File: config.mk
export PLATFORM = sky130hd
export DESIGN_NAME = ads_div
export DESIGN_NICKNAME = d
export VERILOG_FILES = /design/src/rtl/ads_pkg.sv /design/src/rtl/ads_div.sv
export SDC_FILE = /design/constraint.sdc
export NUM_CORES = 1
export LEC_CHECK = 0
export BUFFER_PORTS_ARGS = -buffer_cell sky130_fd_sc_hd__buf_2
export CORE_MARGIN = 2
export CORE_UTILIZATION = 50
export CTS_CLUSTER_SIZE = 20
export DETAILED_ROUTE_END_ITERATION = 10
export GPL_TIMING_DRIVEN = 1
export HOLD_SLACK_MARGIN = 0.1
export PLACE_DENSITY = 0.78
export SETUP_SLACK_MARGIN = 0.15
export SYNTH_ARGS = -nofsm -noshare
export SYNTH_HDL_FRONTEND = slang
export SYNTH_SLANG_ARGS = --single-unit
File: constraint.sdc
create_clock -name i_clk -period 7.1 [get_ports i_clk]
set_input_delay 0.71 -clock i_clk [delete_from_list [all_inputs] [get_ports i_clk]]
set_output_delay 0.71 -clock i_clk [all_outputs]
set_load 0.03 [all_outputs]
File: src/rtl/ads_pkg.sv
// Package for the area-average downscaler: field widths, default maxima,
// register indexes, reset values, controller state type and channel sum
// word type and pixel type. No dependencies.
package ads_pkg;

    localparam int PIX_W       = 8;
    localparam int SUM_W       = 32;
    localparam int OUT_COL_W   = 10;
    localparam int OUT_ROW_W   = 12;
    localparam int SRC_W_BITS  = 13;
    localparam int SRC_H_BITS  = 13;
    localparam int DST_W_BITS  = 11;
    localparam int DST_H_BITS  = 12;
    localparam int CFG_IDX_W   = 8;
    localparam int CFG_DATA_W  = 13;

    localparam int DEF_MAX_SRC_WIDTH  = 4096;
    localparam int DEF_MAX_SRC_HEIGHT = 4096;
    localparam int DEF_MAX_DST_WIDTH  = 1024;

    localparam logic [CFG_IDX_W-1:0] CFG_SRC_WIDTH  = CFG_IDX_W'(0);
    localparam logic [CFG_IDX_W-1:0] CFG_SRC_HEIGHT = CFG_IDX_W'(1);
    localparam logic [CFG_IDX_W-1:0] CFG_DST_WIDTH  = CFG_IDX_W'(2);
    localparam logic [CFG_IDX_W-1:0] CFG_DST_HEIGHT = CFG_IDX_W'(3);

    localparam logic [SRC_W_BITS-1:0] RST_SRC_WIDTH  = SRC_W_BITS'(200);
    localparam logic [SRC_H_BITS-1:0] RST_SRC_HEIGHT = SRC_H_BITS'(200);
    localparam logic [DST_W_BITS-1:0] RST_DST_WIDTH  = DST_W_BITS'(100);
    localparam logic [DST_H_BITS-1:0] RST_DST_HEIGHT = DST_H_BITS'(100);

    typedef struct packed {
        logic [SUM_W-1:0] red;
        logic [SUM_W-1:0] green;
        logic [SUM_W-1:0] blue;
    } t_sums;

    typedef struct packed {
        logic [PIX_W-1:0] red;
        logic [PIX_W-1:0] green;
        logic [PIX_W-1:0] blue;
    } t_pix;

    typedef enum logic [2:0] {
        S_CLAMP,
        S_INIT_C,
        S_INIT_R,
        S_IDLE,
        S_MOD,
        S_DIV,
        S_EMIT
    } t_state;

endpackage

File: src/rtl/ads_div.sv
// Three-lane restoring divider, one quotient bit per lane per cycle.
// Shared by bin averaging and boundary setup. Depends on ads_pkg.
module ads_div #(
    parameter int CNT_W = 26,
    parameter int QW    = 13
) (
    input  logic             i_clk,
    input  logic             i_rst_n,
    input  logic             i_start,
    input  ads_pkg::t_sums   i_dvd,
    input  logic [CNT_W-1:0] i_dvs,
    output logic             o_done,
    output logic [QW-1:0]    o_quo [3],
    output logic [CNT_W-1:0] o_rem0
);
    import ads_pkg::*;

    localparam int STEPS = SUM_W;
    localparam int SC_W  = $clog2(STEPS);

    logic             r_busy;
    logic             r_done;
    logic [SC_W-1:0]  r_cnt;
    logic [CNT_W-1:0] r_dvs;
    logic [SUM_W-1:0] r_dvd [3];
    logic [CNT_W-1:0] r_rem [3];
    logic [QW-1:0]    r_quo [3];
    logic [CNT_W-1:0] n_rem [3];
    logic             n_bit [3];
    logic [SUM_W-1:0] w_dvd [3];

    assign w_dvd[0] = i_dvd.red;
    assign w_dvd[1] = i_dvd.green;
    assign w_dvd[2] = i_dvd.blue;

    for (genvar l = 0; l < 3; l++) begin : g_lane
        logic [CNT_W:0] w_try;
        logic [CNT_W:0] w_diff;
        assign w_try  = {r_rem[l], r_dvd[l][SUM_W-1]};
        assign w_diff = w_try - {1'b0, r_dvs};
        assign n_bit[l] = (w_try >= {1'b0, r_dvs});
        assign n_rem[l] = n_bit[l] ? w_diff[CNT_W-1:0] : w_try[CNT_W-1:0];

        always_ff @(posedge i_clk) begin
            if (i_start) begin
                r_dvd[l] <= w_dvd[l];
                r_rem[l] <= '0;
                r_quo[l] <= '0;
            end else if (r_busy) begin
                r_dvd[l] <= {r_dvd[l][SUM_W-2:0], 1'b0};
                r_rem[l] <= n_rem[l];
                r_quo[l] <= {r_quo[l][QW-2:0], n_bit[l]};
            end
        end

        assign o_quo[l] = r_quo[l];
    end

    always_ff @(posedge i_clk) begin
        if (!i_rst_n) begin
            r_busy <= 1'b0;
            r_done <= 1'b0;
            r_cnt  <= '0;
        end else begin
            r_done <= 1'b0;
            if (i_start) begin
                r_busy <= 1'b1;
                r_cnt  <= SC_W'(STEPS - 1);
            end else if (r_busy) begin
                r_cnt <= r_cnt - 1'b1;
                if (r_cnt == '0) begin
                    r_busy <= 1'b0;
                    r_done <= 1'b1;
                end
            end
        end
    end

    always_ff @(posedge i_clk) begin
        if (i_start) begin
            r_dvs <= i_dvs;
        end
    end

    assign o_done = r_done;
    assign o_rem0 = r_rem[0];

endmodule

==> results of run 1 <==
synth_stat cells (all sizes together), types with 10 or more instances:
cell,number
nand2,243
edfxtp,238
nor2,126
a21oi,96
ha,80
inv,55
mux2i,47
clkbuf,45
o21ai,42
and2,39
buf,37
xnor2,37
a22o,30
a21o,28
xor2,28
nand3,21
a211oi,15
nor3,15
nand4,14
nand2b,11
o21bai,11
a31oi,10
state kept, by name, summed over array words and instances (netlist names):
signal  count
r_dvs      26
r_quo      39
r_busy      1
r_rem      78
r_cnt       5
o_done      1
r_dvd      96
cell usage in the layout, fill, tap and decap left out, drive strengths merged, types with 28 or more instances in the layout:
master	count
nand2	243
edfxtp	238
buf	198
nor2	126
a21oi	96
ha	80
inv	57
mux2i	47
o21ai	42
and2	39
xnor2	37
clkbuf	37
a22o	30
a21o	28
xor2	28
final timing paths:
check | slack, ns | from | to | depth (start not counted)
hold / removal | 0.34 | i_dvs[9] | r_dvs[9]$_DFFE_PP_ | 1
setup / recovery | 3.25 | r_dvs[1]$_DFFE_PP_ | r_rem[1][8]$_SDFFCE_PN0P_ | 12
hold reg to reg | 0.50 | r_dvd[0][11]$_DFFE_PP_ | r_dvd[0][12]$_DFFE_PP_ | 2
setup reg to reg | 3.25 | r_dvs[1]$_DFFE_PP_ | r_rem[1][8]$_SDFFCE_PN0P_ | 12
final cells by class:
cell class                      count  share of cell area, %
Clock buffer                       37                  4.992
Clock inverter                      8                 0.2631
Multi-Input combinational cell    980                  39.09
Sequential cell                   246                  45.20
Timing Repair Buffer              198                  6.253
Tap cell                          378                  2.925
Inverter                           55                  1.277
worst max-delay path: stages, from the launching register on:
cell and delay, ns:
edfxtp_1 0.36, inv_1 0.25, ha_1 0.30, nor2b_1 0.14
o31a_1 0.28, o31a_1 0.30, o41ai_4 0.39, a21oi_2 0.17
a21oi_4 0.58, buf_4 0.40, and3b_1 0.21, a21oi_1 0.14
nor2_1 0.06
through the flow:
stage               hold slack, ns  cell area, um2  setup slack [ns]
global route                0.3268           16170             2.952
finish                      0.3378           16170             3.246
global placement            0.4682           15320             3.321
detailed placement          0.4911           15320             3.242
CTS                         0.3248           16170             3.246
floorplan                   0.4530           14260             2.843
cell families after synthesis:
group	count (synthesis)
compound gates	283
mux	47
xor+xnor	65
buf+inv	137
fa+ha+maj	83
flops	246
simple gates	502
where the power goes:
| group | internal (mW) | leakage (nW) | switching, mW |
|---|---|---|---|
| clock | 0.789 | 0.428 | 0.572 |
| sequential | 1.75 | 2.56 | 0.0663 |
| combinational | 0.406 | 4.17 | 0.648 |
| total | 2.95 | 7.16 | 1.29 |
routing by layer:
metal | part of all wire (%) | global-route usage (%) | up-vias
li1 | - | - | 5147
met1 | 45 | 29.18 | 4970
met2 | 46 | 33.45 | 312
met3 | 6.7 | 4.200 | 43
met4 | 1.8 | 4.944 | 4
met5 | 0.078 | 0 | -
==> results.json, run 1 <==
{
  "required_ns": 7.37,
  "syn_to_final_growth_pct": 13.36,
  "rsz0062_at_grt": "false",
  "hold_viol": 0,
  "drv_cap": 0,
  "ys_async_sr_fraction_pct": 0,
  "cts_tree": "yes",
  "vias_per_cell": 5.508,
  "hold_buffers": 0,
  "multi_input_area_mm2": 0.006320,
  "cts_buffers": 28,
  "core_mm2": 0.02793,
  "antenna_found_initial": 3,
  "cts_buffer_depth": 3,
  "ys_seq_area_share_pct": 51.24,
  "track_usage_pct": 20.82,
  "antennaDiodeCount": 0,
  "num-nets-final": 1717,
  "max_freq_ghz": 0.2595,
  "synth_nets": 1571,
  "seq_area_mm2": 0.007307,
  "post_cts_resize_count": 0,
  "power.static_leakage_nw": 7.158,
  "root_buffer": "clkbuf_16",
  "setup_tns_ns": 0,
  "gp_congestion": 0.9379,
  "route.detailed.drc": 0,
  "synth_adder_area_share_pct": 7.440,
  "slew_viol_final": 0,
  "power_mw": 4.235,
  "syn_area_mm2": 0.01426,
  "hp-class": "primary input to register",
  "power_density_mw_per_mm2": 262.0,
  "path_class": "register to register",
  "wl_um": 31870,
  "synth_area_leaders": "edfxtp_1 50%, ha_1 7.0%, nand2_1 6.4%",
  "critPathArrivalTime_ns": 4.12,
  "setup_viol": 0,
  "grt_pass1_wl_um": 51470,
  "fin_cells": 1902,
  "grt_pass1_vias": 10010,
  "clock-sinks": 246,
  "clk_pin_slew_ns": 0.07,
  "ios": 191,
  "synth_edf_count": 238,
  "port_buffers": 190,
  "status": "completed",
  "htree_levels": 1,
  "synth.avg_cell_area_um2": 10.46,
  "ys_ff_latch": 246,
  "clock_latency_ns": 0.55,
  "irDropWorstVdd_v": 0.0001801,
  "cp-start-kind": "register",
  "fp.dieW_um": 172.9,
  "clock_skew_ns": 0.02534,
  "period_minus_slack_ns": 3.854,
  "worst_pin_slew_ns": 1.176,
  "ys.flop_type": "edfxtp_1",
  "synth_cells": 1363,
  "end_kind": "register",
  "dp_hpwl_um": 22240,
  "yosys.area.top_type": "edfxtp_1",
  "critical_path_peak_fanout": 24,
  "start_util_pct": 51.05,
  "slew_headroom_pct": 21.31,
  "synth_top_family_by_area": "simple AND/OR/NAND/NOR gates",
  "muxShareOfSynthArea_pct": 3.299,
  "postCtsSetupRepairBufs": 0,
  "place_inst": 1857,
  "rows": 61,
  "num_vias": 10480,
  "yosys.area_share.simple_pct": 15.46,
  "utilization_pct": 57.87,
  "num-fill-cells": 2453,
  "grt_max_degree": 103,
  "synth_compound_area_share_pct": 14.00,
  "synth_cell_types": 72,
  "dieArea_mm2": 0.02989,
  "ant_nets": 0,
  "fp.dieH_um": 172.9,
  "synth_top_area_share_pct": 50.11,
  "drive_gt1_share_pct": 17.72,
  "finalCritPeriodShare_pct": 54.28,
  "post_drt_wl_per_cell_um": 16.76,
  "first_iter_violations": 813,
  "dr.pass1.iters": 5,
  "grt_overflow": 0,
  "yosysWarnings": 0,
  "synth_xor_area_share_pct": 3.992
}
No activity file was read; power rests on OpenSTA's default activity.
==> run 2, diff against run 1 <==
--- a/config.mk
+++ b/config.mk
@@ -5,6 +5,7 @@
 export SDC_FILE = /design/constraint.sdc
 export NUM_CORES = 1
 export LEC_CHECK = 0
+export ABC_AREA = 1
 export BUFFER_PORTS_ARGS = -buffer_cell sky130_fd_sc_hd__buf_2
 export CORE_MARGIN = 2
 export CORE_UTILIZATION = 50
@@ -12,7 +13,7 @@
 export DETAILED_ROUTE_END_ITERATION = 10
 export GPL_TIMING_DRIVEN = 1
 export HOLD_SLACK_MARGIN = 0.1
-export PLACE_DENSITY = 0.78
+export PLACE_DENSITY = 0.8
 export SETUP_SLACK_MARGIN = 0.15
 export SYNTH_ARGS = -nofsm -noshare
 export SYNTH_HDL_FRONTEND = slang
==> constraint.sdc (replaced) <==
create_clock -name i_clk -period 3.5 [get_ports i_clk]
set_input_delay 0.35 -clock i_clk [delete_from_list [all_inputs] [get_ports i_clk]]
set_output_delay 0.35 -clock i_clk [all_outputs]
set_load 0.03 [all_outputs]
==> run 2 against run 1 <==
Effect of this change: clock skew fell by 0.0030 ns; via count rose by 43%; clock-buffer cell count fell by 1; core utilization rose by 2.1 points; combinational power rose to 2.7 times the previous value; flip-flop and latch count did not move; global-route usage rose by 7.9 points; sequential share of layout area fell by 7.6 points; clock power rose by 120%; total power rose by 130%; synthesized area rose by 14%; die area rose by 14%; largest cell class unchanged; highest routed layer is now met4.
==> results.json, run 2 <==
{
  "status": "completed",
  "end_kind": "register",
  "post-synth-top-count-cell": "nand2_1",
  "r2r_cells": 10,
  "grt_overflow": 0,
  "reg2reg_to": "r_rem[2][12]$_SDFFCE_PN0P_",
  "port_buffers": 190,
  "track_usage_pct": 28.72,
  "start_util_pct": 50.43,
  "max_freq_ghz": 0.3369,
  "antennaDiodeCount": 0,
  "hold_buffers": 96,
  "post_cts_resize_count": 0,
  "fp.dieH_um": 184.7,
  "synth_nets": 2334,
  "hold_path.startpoint": "i_dvd[26]",
  "synth_cells": 2126,
  "rows": 66,
  "hold_viol": 0,
  "cp-start-kind": "register",
  "dr.pass1.iters": 5,
  "clock_skew_ns": 0.02236,
  "ys_async_sr_fraction_pct": 0,
  "dieArea_mm2": 0.03411,
  "synth_edf_count": 238,
  "period_minus_slack_ns": 2.968,
  "largest_reg_flops": 96,
  "irDropWorstVdd_v": 0.0003911,
  "ys_seq_area_share_pct": 44.76,
  "setup_viol": 0,
  "hp-class": "primary input to register",
  "syn_area_mm2": 0.01633,
  "power_mw": 9.545,
  "cts_buffer_depth": 3,
  "synth_area_leaders": "edfxtp_1 44%, nand2_1 17%, inv_1 8.0%",
  "regMostFlops": "r_dvd",
  "critPathArrivalTime_ns": 3.25,
  "synth.avg_cell_area_um2": 7.679,
  "finalCritPeriodShare_pct": 84.80,
  "yosys.area.top_type": "edfxtp_1",
  "drive_gt1_share_pct": 13.15,
  "grt_max_degree": 102,
  "clock_latency_ns": 0.55,
  "path_class": "register to register",
  "hold_path_end": "r_dvd[2][26]$_DFFE_PP_",
  "wl_um": 49230,
  "post_drt_wl_per_cell_um": 17.30,
  "worst_pin_slew_ns": 1.025,
  "antenna_found_initial": 0,
  "route.detailed.drc": 0,
  "num-fill-cells": 2862,
  "fin_hold_ws_ns": 0.1094,
  "grt_pass1_wl_um": 76470,
  "dp_hpwl_um": 35320,
  "pre_cts_slack_ns": 0.5844,
  "setup_ws_ns": 0.5319,
  "postCtsSetupRepairBufs": 0,
  "clk_pin_slew_ns": 0.06,
  "ys_ff_latch": 246,
  "ios": 191,
  "syn_to_final_growth_pct": 18.95,
  "drv_cap": 0,
  "vias_per_cell": 5.266,
  "synth_cell_types": 47,
  "synth_top_area_share_pct": 43.78,
  "synthTopCellsByCount": "760 x nand2_1, 349 x inv_1, 238 x edfxtp_1",
  "cts_tree": "yes",
  "htree_levels": 1,
  "ys.flop_type": "edfxtp_1",
  "slew_viol_final": 0,
  "fp.dieW_um": 184.7,
  "gp_congestion": 1.061,
  "final_cell_mix": "759 x nand2_1, 348 x inv_1, 238 x edfxtp_1",
  "yosysWarnings": 0,
  "cts_buffers": 29,
  "required_ns": 3.78,
  "clock-sinks": 246,
  "rr_startpoint": "r_dvs[24]$_DFFE_PP_",
  "final_common_cell": "nand2_1",
  "grt_pass1_vias": 14620,
  "core_mm2": 0.03237,
  "slew_headroom_pct": 31.66,
  "hold_depth": 2,
  "root_buffer": "clkbuf_16",
  "num-nets-final": 2591,
  "critical_path_peak_fanout": 30,
  "rrSetupSlack_ns": 0.53,
  "biggestRegsByFlops": "r_dvd: 96 flops, r_rem: 78 flops, r_quo: 39 flops",
  "first_iter_violations": 1424,
  "power.static_leakage_nw": 10.03,
  "power_density_mw_per_mm2": 491.5,
  "rsz0062_at_grt": "false",
  "ant_nets": 0,
  "num_vias": 14980
}
-- run 2: cell types whose count changed after synthesis, moves of 27 or more --
cell     delta
a21o_1     -27
a21oi_1    -43
and2_1     -35
inv_1     +295
mux2i_1    -47
nand2_1   +517
nand3_1    +55
nor2_1    +109
xnor2_1    -33
-- run 2: worst max-delay path by stage --
stage / to / cells past startpoint / slack, ns / startpoint
4_1_cts: r_rem[2][14]$_SDFFCE_PN0P_ / 10 / 0.58 / r_dvs[24]$_DFFE_PP_
6_report: r_rem[2][12]$_SDFFCE_PN0P_ / 10 / 0.53 / r_dvs[24]$_DFFE_PP_
2_1_floorplan: r_dvd[0][0]$_SDFFCE_PP0P_ / 3 / -0.65 / i_start
3_3_place_gp: r_rem[2][11]$_SDFFCE_PN0P_ / 10 / 0.56 / r_dvs[24]$_DFFE_PP_
3_5_place_dp: r_rem[2][11]$_SDFFCE_PN0P_ / 10 / 0.58 / r_dvs[24]$_DFFE_PP_
5_1_grt: r_rem[2][7]$_SDFFCE_PN0P_ / 11 / 0.37 / r_dvs[24]$_DFFE_PP_
-- run 2: stage by stage --
step / setup TNS (ns) / util, % / cells / area [um2]
floorplan: -139.13 / - / 2126 / 16350
global placement: 0 / 54.16 / 2697 / 17530
detailed placement: 0 / 54.16 / 2697 / 17530
CTS: 0 / 59.96 / 2844 / 19410
global route: 0 / 59.99 / 2845 / 19420
finish: 0 / 59.99 / 2845 / 19420
-- run 2: area by class of cell --
type | instances | area [um2] | area share, %
Clock buffer | 36 | 752.0 | 3.872
Clock inverter | 15 | 163.9 | 0.8440
Inverter | 359 | 1361 | 7.010
Multi-Input combinational cell | 1450 | 7236 | 37.26
Sequential cell | 246 | 7307 | 37.63
Tap cell | 442 | 553.0 | 2.848
Timing Repair Buffer | 297 | 2047 | 10.54
-- run 2: cells by family after synthesis --
family | after synthesis | synth area share, %
buf+inv | 430 | 11.01
fa+ha+maj | 83 | 6.499
simple gates | 1178 | 30.10
flops | 246 | 44.76
compound gates | 149 | 5.480
xor+xnor | 40 | 2.146
-- run 2: metal layers --
metal,GRT usage (%),wire length [um],vias up
met5,0,0,-
met4,13.62,2612,0
met3,5.552,4657,141
met2,47.53,22620,766
met1,36.27,19340,6888
li1,-,-,7187
-- run 2: critical path, cell delays in order, from the launching register on --
cell and delay (ns):
edfxtp_1 0.36, inv_1 0.26, ha_1 0.35, nand2_1 0.13, nor3_1 0.24, nand2_1 0.13
nand3b_1 0.19, nand2_2 0.52, inv_2 0.28, nor2_1 0.16, nor2_1 0.06
-- run 2: where the power goes --
part           internal, mW  total [mW]  switching [mW]  leakage (nW)
clock network          1.74        2.96            1.22         0.433
registers              3.58        3.76           0.177          2.55
logic                 0.926        2.82            1.90          7.04
